### src/rtl/mqrb_pkg.sv
// Shared types and constants for the multi-queue ring buffer.
package mqrb_pkg;

    localparam int QID_W        = 4;
    localparam int PAYLOAD_W    = 64;
    localparam int SLOTS_CFG_W  = 7;
    localparam int QUEUES_CFG_W = 3;
    localparam int CFG_DATA_W   = 7;
    localparam int CFG_ADDR_W   = 1;
    localparam int S_TDATA_W    = 72;

    localparam logic [SLOTS_CFG_W-1:0]  SLOTS_RESET  = 7'd64;
    localparam logic [QUEUES_CFG_W-1:0] QUEUES_RESET = 3'd4;

    // Configuration register indexes
    localparam logic [CFG_ADDR_W-1:0] REG_SLOTS  = 1'b0;
    localparam logic [CFG_ADDR_W-1:0] REG_QUEUES = 1'b1;

    typedef enum logic {
        CMD_ENQ = 1'b0,
        CMD_DEQ = 1'b1
    } cmd_t;

    typedef enum logic [1:0] {
        ST_OK      = 2'd0,
        ST_INVALID = 2'd1,
        ST_EMPTY   = 2'd2,
        ST_FULL    = 2'd3
    } status_t;

    typedef enum logic [2:0] {
        BS_IDLE,
        BS_CHECK,
        BS_MOD,
        BS_DECIDE,
        BS_RDWAIT
    } back_state_t;

    // Classified operation handed from front to back
    typedef struct packed {
        cmd_t                 cmd;
        logic                 invalid;
        logic [QID_W-1:0]     qid;
        logic [PAYLOAD_W-1:0] payload;
    } op_t;

endpackage

### src/rtl/mqrb_front.sv
// Front end: configuration registers, input acceptance and queue-id check.
module mqrb_front import mqrb_pkg::*; #(
    parameter int NUM_QUEUES = 4,
    parameter int MAX_SLOTS  = 64,
    parameter int SLOT_BITS  = 64,
    parameter int CNT_W      = 7
) (
    input  logic                  aclk,
    input  logic                  aresetn,
    input  logic                  cfg_wr_en,
    input  logic [CFG_ADDR_W-1:0] cfg_addr,
    input  logic [CFG_DATA_W-1:0] cfg_wdata,
    input  logic                  s_tvalid,
    output logic                  s_tready,
    input  logic [S_TDATA_W-1:0]  s_tdata,
    input  logic                  s_tuser,
    input  logic                  fifo_full,
    output logic                  push,
    output op_t                   push_op,
    output logic [CNT_W-1:0]      slots_eff
);

    localparam int CMP_W = (CNT_W > SLOTS_CFG_W) ? CNT_W : SLOTS_CFG_W;
    localparam int QCMP_W = QID_W + 1;

    logic [SLOTS_CFG_W-1:0]  slots_reg;
    logic [QUEUES_CFG_W-1:0] queues_reg;
    logic [QCMP_W-1:0]       queues_eff;
    logic [PAYLOAD_W-1:0]    payload_mask;

    always_ff @(posedge aclk) begin
        if (!aresetn) begin
            slots_reg  <= SLOTS_RESET;
            queues_reg <= QUEUES_RESET;
        end else if (cfg_wr_en) begin
            case (cfg_addr)
                REG_SLOTS:  slots_reg  <= cfg_wdata[SLOTS_CFG_W-1:0];
                REG_QUEUES: queues_reg <= cfg_wdata[QUEUES_CFG_W-1:0];
                default: ;
            endcase
        end
    end

    // Clamp slot count to [2, MAX_SLOTS], queue count to NUM_QUEUES
    always_comb begin
        if (CMP_W'(slots_reg) < CMP_W'(2))
            slots_eff = CNT_W'(2);
        else if (CMP_W'(slots_reg) > CMP_W'(MAX_SLOTS))
            slots_eff = CNT_W'(MAX_SLOTS);
        else
            slots_eff = CNT_W'(slots_reg);

        if (QCMP_W'(queues_reg) > QCMP_W'(NUM_QUEUES))
            queues_eff = QCMP_W'(NUM_QUEUES);
        else
            queues_eff = QCMP_W'(queues_reg);
    end

    assign payload_mask = {PAYLOAD_W{1'b1}} >> (PAYLOAD_W - SLOT_BITS);

    assign s_tready = !fifo_full;
    assign push     = s_tvalid && s_tready;

    always_comb begin
        push_op.cmd     = cmd_t'(s_tuser);
        push_op.qid     = s_tdata[QID_W-1:0];
        push_op.invalid = QCMP_W'(s_tdata[QID_W-1:0]) >= queues_eff;
        push_op.payload = s_tdata[QID_W +: PAYLOAD_W] & payload_mask;
    end

endmodule

### config.mk
export PLATFORM = sky130hd
export DESIGN_NAME = mqrb_front
export DESIGN_NICKNAME = d
export VERILOG_FILES = /design/src/rtl/mqrb_pkg.sv /design/src/rtl/mqrb_front.sv
export SDC_FILE = /design/constraint.sdc
export NUM_CORES = 1
export LEC_CHECK = 0
export BUFFER_PORTS_ARGS = -buffer_cell sky130_fd_sc_hd__buf_2
export CAP_MARGIN = 20
export CORE_UTILIZATION = 26
export CTS_CLUSTER_DIAMETER = 120
export DETAILED_ROUTE_END_ITERATION = 10
export PLACE_DENSITY = 0.85
export SKIP_CTS_REPAIR_TIMING = 1
export SLEW_MARGIN = 10
export SYNTH_ARGS = -nofsm -noshare
export SYNTH_HDL_FRONTEND = slang
export SYNTH_SLANG_ARGS = --single-unit
### constraint.sdc
create_clock -name aclk -period 1.4 [get_ports aclk]
set_clock_uncertainty 0.15 [all_clocks]
set_input_delay 0.21 -clock aclk [delete_from_list [all_inputs] [get_ports aclk]]
set_output_delay 0.21 -clock aclk [all_outputs]
set_load 0.01 [all_outputs]
Yosys cells after proc, flatten, opt, wreduce, memory -nomap -nowiden:

Cells that the tools add are included.

* register bits after elaboration: 10
* input bits: 86
* output and inout bits: 79
* logic and storage cells: 14

* $lt $le $gt $ge: 4
* multiplexer cells: 3
* bitwise gates (word level): 1
* reduce and logical (&&, ||, !) cells: 4

Operators with widths (number)
* 7-bit two-way mux: 2
* 7-bit greater-than comparator (second input constant): 1
* 7-bit by 2-bit less-than comparator with 1-bit output (second input constant): 1
* 4-bit by 5-bit greater-or-equal comparator with 1-bit output: 1
* 2-bit AND reduction: 2
* 3-bit greater-than comparator (second input constant): 1
* 3-bit two-way mux: 1
* 1-bit logical AND: 1
* 1-bit logical NOT: 1
* 1-bit NOT: 1

Longest topological paths before layout:

* word-level depth: 3
* gate-level depth with buffers: 5

Worst setup path after synthesis:

Ideal clock, no wire load.

* path type: reg-to-output
* start point: register queues_reg[0]
* end point: output port push_op[68] (netlist bit)
* arrival time: 1.265 ns
* data required time: 1.040 ns
* path slack: -0.225 ns
* stages on the path, launching flop included: 6
* path buffers: 0
* path through: dfxtp_1 > nor2b_1 > ha_1 > nand2b_1 > a21o_1 > a211o_1

RTL lines
* start, declared: RTL line mqrb_front.sv:27 `logic [QUEUES_CFG_W-1:0] queues_reg;`
* start signal, assigned: RTL line mqrb_front.sv:38 `REG_QUEUES: queues_reg <= cfg_wdata[QUEUES_CFG_W-1:0];`
* end, declared: RTL line mqrb_front.sv:19 `output op_t push_op,`

==> metrics <==
Worst Path Arrival=about 1500 ps; area fraction of the dominant cell type after synthesis=roughly 50%; Max Clk Rate=approximately 0.53 GHz; EDFF count, synth=0; antenna viol nets, final=0; global-route usage over all layers=roughly 8.4%; final hold vios=0; Yosys warning count=0; sequential share of the synthesized area=19.35%; synthesized area=1035 µm²; total number of vias=608; antenna violations before repair=0; Hold WC Path Type=in2reg; count leader, synth=buf_4; RSZ-0062 raised after global routing=true; Leak Pwr=0.0003970 µW; post-synth cell types=18; Layout Utilization=22.66%; worst skew pair latency=240 ps; Crit path max-delay family=compound AO/OA/AOI/OAI gates; Final WS setup=-502.5 ps; Remaining DRCs=0; worst-path fanout max=2; CP Class=reg2out; Overflow after GRT=0; I/O pin count=165; PortBufs=30; slew margin rel.=85.16%; die area=around 4200 µm²; ratio of cells with drive above 1 in the final layout=46.08%; final period utilization=135.9%; slowest stage cell, crit path=dfxtp_2; Die Y=65.09 µm; Min Hold Slack=53.04 ps; Post-synth top cells=buf_4 (69), nand2_1 (19), dfxtp_1 (10); worst slew pin tran=221.0 ps; Critical Path Max Stage Delay=roughly 320 ps; Syn Inst Count=135; Largest register FFs=7; Root Driver=clkbuf_8; final WL=1727 µm; WL/cell=11.51 µm; Starting DRT DRC Count=6; VDD IR max=0.0001843 V; fin crit period=1903 ps; async set-reset flop share out of synthesis=0%; Worst R2R Setup Slack=between 500 and 600 ps; Initial Utilization=27.64%; syn_nets=224; Sink Count=10; row count=22; ranking of synthesized cells by area=buf_4 (50%), dfxtp_1 (19%), nand2_1 (6.9%); Worst Path Required=1040 ps; Mean Syn Cell Area=between 7 and 8 µm²; Die W=65.09 µm; Slew Limit Fails=0; HPWL Detailed=~1400 µm; Placer Congestion=0.7290; CORE AREA=3744 µm²; H-tree level count=1; CTS tree=yes; largest net degree at the start of global routing=11; crit-path cells=nor2b_4, ha_4, nand2b_4, a21o_1, a211o_1, buf_2; first-pass GRT wire length=2566 µm; status=finished with violations; Fill cells=424; CTS clk-pin slew, worst paths=approximately 50 ps; Longest Clk Path Bufs=2; placed cell areas=738.2 µm²; vias in the first global route=576; Critical Path Sink Type=output pin; count of final setup violators=3; ys flop type=dfxtp_1; Worst Setup Start Kind=flop; TritonCTS buffer count=3; buffers and inverters on the worst path=1; Final nets=192; post-synthesis register bit count=10; Via density=approximately 4; area leader, netlist=buf_4; Layout area overhead=-18.02%; failing checks=setup timing; # diodes=0; fin area=848.3 µm²; drt first pass iters=4; max_cap viols=0; pre-CTS setup slack=-293.8 ps; Power Density=947.3 nW/µm²
worst min-delay path, stage by stage:
cell and delay [ps]:
buf_2 100, nand2_1 40, a21boi_1 50
where the power goes:
| part | total (µW) | internal [µW] | switching [µW] |
|---|---|---|---|
| clock network | 360 | 247 | 113 |
| logic | 128 | 68.6 | 59.5 |
| registers | 316 | 301 | 14.4 |
| total | 804 | 617 | 187 |
cell type report:
type / count / area [µm²] / share of cell area (%)
Timing Repair Buffer: 33 / 172.7 / 20.35
Sequential cell: 10 / 205.2 / 24.19
Clock buffer: 4 / 55.05 / 6.490
Tap cell: 48 / 60.06 / 7.080
Multi-Input combinational cell: 51 / 340.3 / 40.12
Inverter: 4 / 15.01 / 1.770
layer usage:
layer  wire length [µm]  up-vias  track usage, %
met5                  0        -               0
met4                146        0           12.77
met3                283       14           6.162
met2                812       47           12.24
met1                484      260           5.579
li1                   -      287               -
kinds of logic after synthesis:
logic type / Yosys count / share of synthesized area, %
and+or+nand+nor: 37 / 17.29
adders and majority gates: 3 / 3.628
DFF: 10 / 19.35
AOI/OAI and AO/OA: 11 / 7.859
buffers and inverters: 74 / 51.87
path summary, 6_finish.rpt:
kind / from / end / cells after the start
worst min-delay path: cfg_wdata[5] / slots_reg[5]$_SDFFE_PN0P_ / 3
worst max register to register: slots_reg[5]$_SDFFE_PN0P_ / slots_reg[5]$_SDFFE_PN0P_ / 3
worst min register to register: slots_reg[0]$_SDFFE_PN0P_ / slots_reg[0]$_SDFFE_PN0P_ / 2
worst max-delay path: queues_reg[0]$_SDFFE_PN0P_ / push_op[68] / 6
cells in the final DEF, fill, tap and decap left out, drive strengths merged:
| cell | n |
|---|---|
| dfxtp | 10 |
| nor4 | 1 |
| nor2 | 2 |
| inv | 4 |
| a211o | 1 |
| a21boi | 8 |
| clkbuf | 4 |
| buf | 33 |
| a21oi | 1 |
| nand2b | 3 |
| nand3 | 5 |
| nand2 | 19 |
| nor2b | 6 |
| ha | 3 |
| and2b | 1 |
| a21o | 1 |
through the flow:
step,cells,TNS (ps),power (µW)
floorplan,135,-169.5,572.9
global placement,145,-271.8,430.8
detailed placement,145,-293.8,435.7
CTS,149,-974.6,795.9
global route,150,-896.3,844.6
finish,150,-678.9,803.6
No activity file was read; power rests on OpenSTA's default activity.
