$ cat config.mk
export PLATFORM = sky130hd
export DESIGN_NAME = mqrb_fifo
export DESIGN_NICKNAME = d
export VERILOG_FILES = /design/src/rtl/mqrb_pkg.sv /design/src/rtl/mqrb_fifo.sv
export SDC_FILE = /design/constraint.sdc
export NUM_CORES = 1
export LEC_CHECK = 0
export BUFFER_PORTS_ARGS = -buffer_cell sky130_fd_sc_hd__buf_4
export CORE_UTILIZATION = 52
export DETAILED_ROUTE_END_ITERATION = 7
export PLACE_DENSITY = 0.8
export SLEW_MARGIN = 20
export SYNTH_ARGS = -nofsm -noshare
export SYNTH_HDL_FRONTEND = slang
export SYNTH_SLANG_ARGS = --single-unit
$ cat constraint.sdc
create_clock -name aclk -period 5.1 [get_ports aclk]
set_input_delay 0.51 -clock aclk [delete_from_list [all_inputs] [get_ports aclk]]
set_output_delay 0.51 -clock aclk [all_outputs]
set_load 0.02 [all_outputs]
$ cat src/rtl/mqrb_pkg.sv
// Shared types and constants for the multi-queue ring buffer.
package mqrb_pkg;

    localparam int QID_W        = 4;
    localparam int PAYLOAD_W    = 64;
    localparam int SLOTS_CFG_W  = 7;
    localparam int QUEUES_CFG_W = 3;
    localparam int CFG_DATA_W   = 7;
    localparam int CFG_ADDR_W   = 1;
    localparam int S_TDATA_W    = 72;

    localparam logic [SLOTS_CFG_W-1:0]  SLOTS_RESET  = 7'd64;
    localparam logic [QUEUES_CFG_W-1:0] QUEUES_RESET = 3'd4;

    // Configuration register indexes
    localparam logic [CFG_ADDR_W-1:0] REG_SLOTS  = 1'b0;
    localparam logic [CFG_ADDR_W-1:0] REG_QUEUES = 1'b1;

    typedef enum logic {
        CMD_ENQ = 1'b0,
        CMD_DEQ = 1'b1
    } cmd_t;

    typedef enum logic [1:0] {
        ST_OK      = 2'd0,
        ST_INVALID = 2'd1,
        ST_EMPTY   = 2'd2,
        ST_FULL    = 2'd3
    } status_t;

    typedef enum logic [2:0] {
        BS_IDLE,
        BS_CHECK,
        BS_MOD,
        BS_DECIDE,
        BS_RDWAIT
    } back_state_t;

    // Classified operation handed from front to back
    typedef struct packed {
        cmd_t                 cmd;
        logic                 invalid;
        logic [QID_W-1:0]     qid;
        logic [PAYLOAD_W-1:0] payload;
    } op_t;

endpackage

$ cat src/rtl/mqrb_fifo.sv
// Two-entry operation queue between front and back.
module mqrb_fifo import mqrb_pkg::*; (
    input  logic aclk,
    input  logic aresetn,
    input  logic push,
    input  op_t  push_op,
    input  logic pop,
    output op_t  head_op,
    output logic full,
    output logic empty
);

    op_t        entry_reg [2];
    logic       wr_ptr_reg;
    logic       rd_ptr_reg;
    logic [1:0] count_reg;
    logic [1:0] count_next;

    always_comb begin
        count_next = count_reg;
        if (push && !pop)
            count_next = count_reg + 2'd1;
        else if (pop && !push)
            count_next = count_reg - 2'd1;
    end

    always_ff @(posedge aclk) begin
        if (!aresetn) begin
            wr_ptr_reg <= 1'b0;
            rd_ptr_reg <= 1'b0;
            count_reg  <= 2'd0;
        end else begin
            if (push)
                wr_ptr_reg <= !wr_ptr_reg;
            if (pop)
                rd_ptr_reg <= !rd_ptr_reg;
            count_reg <= count_next;
        end
    end

    always_ff @(posedge aclk) begin
        if (push)
            entry_reg[wr_ptr_reg] <= push_op;
    end

    assign head_op = entry_reg[rd_ptr_reg];
    assign full    = count_reg == 2'd2;
    assign empty   = count_reg == 2'd0;

endmodule

# --- Word-level counts from Yosys, hierarchy flattened ---
# Memories as Yosys holds them, arrays and structs flattened. A register that Yosys moved wholly into a read port is not among the register bits.
# Index checks and enable logic that the tools add are counted.
op_classes:
  n_addsub: 2
  n_eq_ne: 1
  mux: 6
  n_reduce_logical: 8
op_table:
  columns: ["cell", "count"]
  rows:
  - ["$logic_not 1->1", 4]
  - ["$mux 1", 4]
  - ["$mux 2", 2]
  - ["$add 2x1->2 const B", 1]
  - ["$eq 2x2->1 const B", 1]
  - ["$logic_and 1x1->1", 2]
  - ["$logic_not 2->1", 1]
  - ["$reduce_bool 2->1", 1]
  - ["$sub 2x1->2 const B", 1]
word_totals:
  reg_bits: 4
  mem_bits_rw: 140
  output_inout_bits: 72
  n_memories: 1
mem_list:
  columns: ["name", "depth", "word_bits", "read_ports", "rd_clocked_by_memory_dff", "wr", "line_no", "source"]
  rows:
  - ["entry_reg", 2, 70, 1, 1, 1, "mqrb_fifo.sv:13", "op_t entry_reg [2];"]

# --- Depth between registers and ports, before layout ---
# Gate-level depths: netlist of the first run.
logic_depth:
  depth_word: 4
  ltp_mapped: 5
  mapped_depth_nobuf: 5

# --- Least setup slack after synthesis of the first run ---
# Ideal clock, no wire load.
synth_timing:
  path_type: "in2reg"
  startpoint: "input port push"
  endpoint: "memory entry_reg[0][0] in the netlist's numbering (enable)"
  setup_time_ns: 0.508
  arrival_time_ns: 3.612
  required_ns: 4.592
  slack_ns: 0.981
  stages: 1
  path_buffers: 0
  cell_sequence: "nor2b_1"
synth_via:
  elab_chain_len: 2
synth_rtl:
  columns: ["item", "line_no", "source"]
  rows:
  - ["from (decl)", "mqrb_fifo.sv:5", "input logic push,"]
  - ["$mux 1", "mqrb_fifo.sv:42", "if (push)"]
  - ["$mux 1 (implied by the code)", "mqrb_fifo.sv:43", "entry_reg[wr_ptr_reg] <= push_op;"]
  - ["to (decl)", "mqrb_fifo.sv:13", null]
# Every way passes these cells.

==> results of run 1 <==
[power groups by stage]
stage,Clock [mW],Sequential [mW],Combinational (mW)
CTS,1.29,1.42,0.341
detailed placement,0,1.44,0.339
global route,1.34,1.42,0.358
floorplan,0,1.42,0.200
global placement,0,1.44,0.334
finish,1.27,1.41,0.337
[per-stage QoR]
| stage | instances | utilization, % |
|---|---|---|
| final | 541 | 72.6 |
| after global routing | 541 | 72.6 |
| after CTS | 541 | 72.6 |
| after detailed placement | 511 | 66.4 |
| after global placement | 511 | 66.4 |
| after floorplan | 240 | - |
[final timing paths]
kind | slack [ps] | end | start
max | 2480 | head_op[45] | register
min reg2reg | 500 | count_reg[1]$_SDFFE_PN0P_ | count_reg[1]$_SDFFE_PN0P_
max reg2reg | 2970 | entry_reg[0][45]$_DFFE_PP_ | wr_ptr_reg$_SDFFE_PN0P_
min | 170 | entry_reg[1][20]$_DFFE_PP_ | push_op[20]
[layout make-up]
cell class / count / area [um2]
tap: 133 / 166
clock inverter: 12 / 191
inverter: 1 / 3.75
multi-input combinational: 86 / 913
fill: 593 / 2680
clock buffer: 18 / 418
sequential: 145 / 4310
timing repair buffer: 146 / 1100
[cells in the final DEF, fill, tap and decap left out, types with 2 or more instances in the layout]
cell        instances
buf_4             146
edfxtp_1          140
mux2_2             70
clkbuf_16          16
bufinv_16           5
dfxtp_1             4
and2_1              3
clkinvlp_4          3
clkinv_2            3
xor2_1              2
[per-layer routing]
metal,GRT usage (%),up-vias,wire (um)
li1,-,1260,-
met5,0,-,0
met2,28.9,104,4630
met4,8.24,0,155
met3,8.20,15,727
met1,20.1,1287,3580
[Yosys cell counts]
master / count
xor2_1: 2
xnor2_1: 1
a21boi_1: 1
buf_2: 8
dfxtp_1: 5
nor2b_1: 2
mux2_2: 70
inv_1: 1
nor2_1: 1
ha_1: 1
or3_1: 1
o21a_1: 1
and2b_2: 1
edfxtp_1: 140
o21ai_0: 1
and2_1: 4
[critical path: cells and delay by family, from the launching register on]
family,cells,cell delay (ps)
multiplexers,1,430
buffers and inverters,1,160
flip-flops,1,960
[cell families (layout without fill, tap and decap cells)]
| logic type | count (synthesis) | after routing |
|---|---|---|
| adder cells (fa/ha/maj) | 1 | 1 |
| multiplexers | 70 | 70 |
| XOR/XNOR | 3 | 3 |
| AND/OR/NAND/NOR | 9 | 9 |
| AO/OA/AOI/OAI | 3 | 3 |
| buffers and inverters | 9 | 177 |
| flip-flops | 145 | 145 |
==> flow_summary_export.csv, run 1 <==
group,metric,value,unit
place,portBuffers,145,
clock_tree,root_buffer,"clkbuf_8",
finish,drive_above_1_share,60.8,%
power,power.share.clock,42.0,%
grt,grt_pass1_vias,2726,
drt,wl,9090,um
logic_synthesis,syn_avg_cell_area,21.9,um2
grt,antenna_found_initial,0,
power,power_density,425,nW/um2
floorplan,row_count,36,
clock_tree,clock_sinks,145,
clock_tree,insertion_delay,520,ps
sta,hold_viol,0,
critical_path,critPathMaxFanout,70,
clock_tree,h-tree-depth,4,
power,p_comb_share,11.2,%
sta,fmax,382,MHz
critical_path,worstPathRequired,4590,ps
drt,wl_per_cell,16.8,um
logic_synthesis,synth_top_area_share,80.1,%
power,power_frac_seq,46.8,%
clock_tree,clk_pin_slew,60,ps
power,switching_power,637,uW
place,dp_hpwl,5670,um
power,power.share.switching,21.1,%
sta,rsz0062_at_grt,"false",
drt,drt_iter0_drc,96,
critical_path,slowest_delay,960,ps
logic_synthesis,yosys_warnings,0,
hold_path,hold_class,"primary input to register",
logic_synthesis,syn_area,5250,um2
finish,insertedDiodeCount,0,
logic_synthesis,yosysSeqAreaShare,82.0,%
drt,vias_per_cell,4.93,
logic_synthesis,yosys.area_share.simple,1.07,%
logic_synthesis,ys_ff_latch,145,
sta,finalSetupTns,0,ps
floorplan,core_area,9770,um2
finish,largest_reg_flops,140,
clock_tree,cts_hold_buf,0,
sta,clock-skew-final,5.18,ps
power,power,3.02,mW
job,cap_violations,0,
critical_path,reg2regPathDepth,2,
logic_synthesis,synth_top_family_by_area,"multiplexers",
logic_synthesis,synthMuxAreaShare,15.0,%
place,post-place-ws,2600,ps
logic_synthesis,synthDistinctLibCells,16,
finish,syn_to_final_growth,35.1,%
drt,antenna_left,0,
outcome,status,"complete, no violations",
clock_tree,cts_tree,"yes",
clock_tree,cts_resized,0,
place,place_area,6490,um2
sta,hold_slack,172,ps
critical_path,path_class,"register to output port",
grt,grt_pass1_wl,13100,um
floorplan,die-area,10500,um2
floorplan,fp.dieW,102,um
sta,relSlewSlack,29.5,%
hold_path,whs_path_depth,1,
finish,final_cell_area,7100,um2
place,gp_congestion,0.685,
logic_synthesis,syn-num-nets,315,
logic_synthesis,yosys.area.top_type,"edfxtp_1",
logic_synthesis,synth_compound_area_share,0.381,%
drt,drc,0,
power,p_int,2.38,mW
logic_synthesis,synth.area.top_cells,"edfxtp_1 (80%), mux2_2 (15%), dfxtp_1 (1.9%), buf_2 (0.76%), and2_1 (0.48%)",
sta,finalSetupViolCount,0,
critical_path,cp-start-kind,"register",
grt,grt_max_degree,71,
sta,tightest_slew,1060,ps
clock_tree,post-cts-setup-buffers,0,
critical_path,arrival,2110,ps
sta,min_period,2620,ps
power,ir_worst_vdd,0.306,mV
sta,maxSlewViolCount,0,
critical_path,crit_path_end_kind,"output port",
sta,fin_crit_sh,51.3,%
floorplan,ioPinCount,146,
floorplan,fp.dieH,102,um
finish,fin_nets,472,
drt,vias,2666,
logic_synthesis,synth_cells,240,
drt,first_pass_iters,4,
sta,setup_ws,2480,ps
critical_path,critical-path-slowest-cell,"dfxtp_4",
clock_tree,numCtsBuffers,17,
grt,grt.overflow.total,0,
clock_tree,cts.path.max_buffers,2,
power,p_leak,2.67,nW
grt,gr-usage-all-layers,17.8,%
logic_synthesis,synthAdderAreaFrac,0.238,%
critical_path,path_cells,"mux2_2 -> buf_4",
logic_synthesis,synth-xor-area-share,0.500,%
floorplan,start_util,53.7,%
Note: power is estimated with default switching activity, not from simulation.
==> inputs of run 2 (changes only) <==
--- a/config.mk
+++ b/config.mk
@@ -6,9 +6,9 @@
 export NUM_CORES = 1
 export LEC_CHECK = 0
 export BUFFER_PORTS_ARGS = -buffer_cell sky130_fd_sc_hd__buf_4
-export CORE_UTILIZATION = 52
+export CORE_UTILIZATION = 47
 export DETAILED_ROUTE_END_ITERATION = 7
-export PLACE_DENSITY = 0.8
+export PLACE_DENSITY = 0.76
 export SLEW_MARGIN = 20
 export SYNTH_ARGS = -nofsm -noshare
 export SYNTH_HDL_FRONTEND = slang
==> constraint.sdc (replaced) <==
create_clock -name aclk -period 2.4 [get_ports aclk]
set_input_delay 0.24 -clock aclk [delete_from_list [all_inputs] [get_ports aclk]]
set_output_delay 0.24 -clock aclk [all_outputs]
set_load 0.02 [all_outputs]
==> flow_summary_export.csv, run 2 (synthesis results as in run 1) <==
group,metric,value,unit
outcome,status,"complete, no violations",
power,power.share.switching,20.9,%
sta,tightest_slew,530,ps
floorplan,row_count,38,
drt,met2WireLength,5470,um
place,dp_hpwl,6000,um
power,p_comb_share,12.9,%
drt,wl_per_cell,16.6,um
floorplan,start_util,48.4,%
drt,vias,3029,
power,ir_worst_vdd,0.542,mV
grt,grt.overflow.total,0,
sta,clock-skew-final,3.95,ps
sta,setup_ws,332,ps
clock_tree,h-tree-depth,4,
finish,syn_to_final_growth,50.9,%
place,gp_congestion,0.670,
critical_path,path_class,"register to output port",
drt,antenna_left,0,
drt,top_layer,"met4",
floorplan,fp.dieH,108,um
finish,regArea,4310,um2
drt,met1_length,4020,um
sta,min_period,2070,ps
job,cap_violations,0,
sta,fmax,484,MHz
power,power_frac_seq,44.3,%
clock_tree,cts_resized,0,
power,p_leak,3.03,nW
finish,drive_above_1_share,52.6,%
clock_tree,insertion_delay,520,ps
hold_path,hold_class,"primary input to register",
sta,fin_crit_sh,86.2,%
place,portBuffers,145,
finish,final_common_cell,"buf_4",
clock_tree,clock_sinks,145,
drt,vias_per_cell,4.85,
power,switching_power,1.40,mW
drt,dr_wl_met3,610,um
grt,grt_max_degree,41,
sta,finalSetupViolCount,0,
drt,drt_iter0_drc,101,
finish,fillers,655,
finish,multi_input_area,913,um2
grt,grt_pass1_vias,3261,
grt,antenna_found_initial,0,
power,power_density,847,nW/um2
critical_path,arrival,1830,ps
finish,fin_nets,547,
critical_path,worstPathRequired,2160,ps
sta,hold_viol,0,
finish,largest_reg_flops,140,
drt,wl,10300,um
drt,drc,0,
clock_tree,clk_pin_slew,60,ps
finish,insertedDiodeCount,0,
grt,gr-usage-all-layers,19.0,%
drt,first_pass_iters,4,
sta,finalSetupTns,0,ps
power,power,6.71,mW
sta,relSlewSlack,64.6,%
critical_path,crit_path_end_kind,"output port",
grt,grt_pass1_wl,15800,um
clock_tree,cts_tree,"yes",
clock_tree,root_buffer,"clkbuf_8",
clock_tree,cts.path.max_buffers,2,
floorplan,ioPinCount,146,
critical_path,r2r_slack,890,ps
place,post-place-ws,852,ps
finish,mostFrequentLayoutCells,"buf_4 (148), edfxtp_1 (140), dlygate4sd3_1 (71), mux2_2 (70), clkbuf_16 (16)",
critical_path,cp-start-kind,"register",
floorplan,die-area,11600,um2
sta,rsz0062_at_grt,"false",
critical_path,critPathMaxFanout,17,
sta,maxSlewViolCount,0,
clock_tree,numCtsBuffers,17,
floorplan,core_area,10800,um2
power,p_int,5.31,mW
floorplan,fp.dieW,108,um
power,power.share.clock,42.8,%
## run 2: changes by cell type in the layout (fill, tap and decap cells not counted)
cell	delta
clkinvlp_4	-1
buf_12	+2
buf_4	+2
clkbuf_8	+5
clkinv_1	-1
clkinv_2	-1
dlygate4sd3_1	+71
## run 2: layout make-up
class / count / area share (%)
sequential: 145 / 54.4
inverter: 1 / 0.0474
tap: 140 / 2.21
clock inverter: 9 / 2.21
multi-input combinational: 86 / 11.5
clock buffer: 23 / 6.14
timing repair buffer: 221 / 23.5
## run 2: routing by layer
metal	GRT usage [%]	vias to the layer above
met5	0	-
met4	9.20	0
met3	5.39	23
met2	33.6	111
met1	21.0	1483
li1	-	1412
## run 2: final timing paths
| kind | startpoint | endpoint | cells after the start |
|---|---|---|---|
| hold / removal | pop | register | 3 |
| hold reg to reg | count_reg[1]$_SDFFE_PN0P_ | count_reg[1]$_SDFFE_PN0P_ | 2 |
| setup reg to reg | wr_ptr_reg$_SDFFE_PN0P_ | entry_reg[1][51]$_DFFE_PP_ | 2 |
| setup / recovery | register | head_op[9] | 3 |
## run 2: metrics by stage
| stage | cell area (um2) | hold WS, ps | instances | utilization (%) |
|---|---|---|---|---|
| 6_report | 7920 | 64.8 | 625 | 73.1 |
| 2_1_floorplan | 5260 | 339 | 240 | - |
| 3_5_place_dp | 6550 | 428 | 522 | 60.4 |
| 5_1_grt | 7920 | 53.1 | 625 | 73.1 |
| 4_1_cts | 7920 | 41.6 | 625 | 73.1 |
| 3_3_place_gp | 6550 | 425 | 522 | 60.4 |
## run 2: power by group through the flow
stage / registers [mW] / logic [mW] / clock network, mW
floorplan: 3.00 / 0.427 / 0
global placement: 3.01 / 0.764 / 0
detailed placement: 3.02 / 0.775 / 0
CTS: 2.97 / 0.872 / 2.92
global route: 2.98 / 0.921 / 3.02
finish: 2.97 / 0.867 / 2.87
## run 2: timing repair
| item | in CTS | in global routing |
|---|---|---|
| buffers inserted | 0 | 0 |
| hold endpoints to repair | 144 | 0 |
| hold buffers | 71 | 0 |
## run 2: worst max-delay path: stages, from the launching register on
cell and delay [ps]:
dfxtp_4 470, buf_4 290, mux2_2 380, buf_4 160
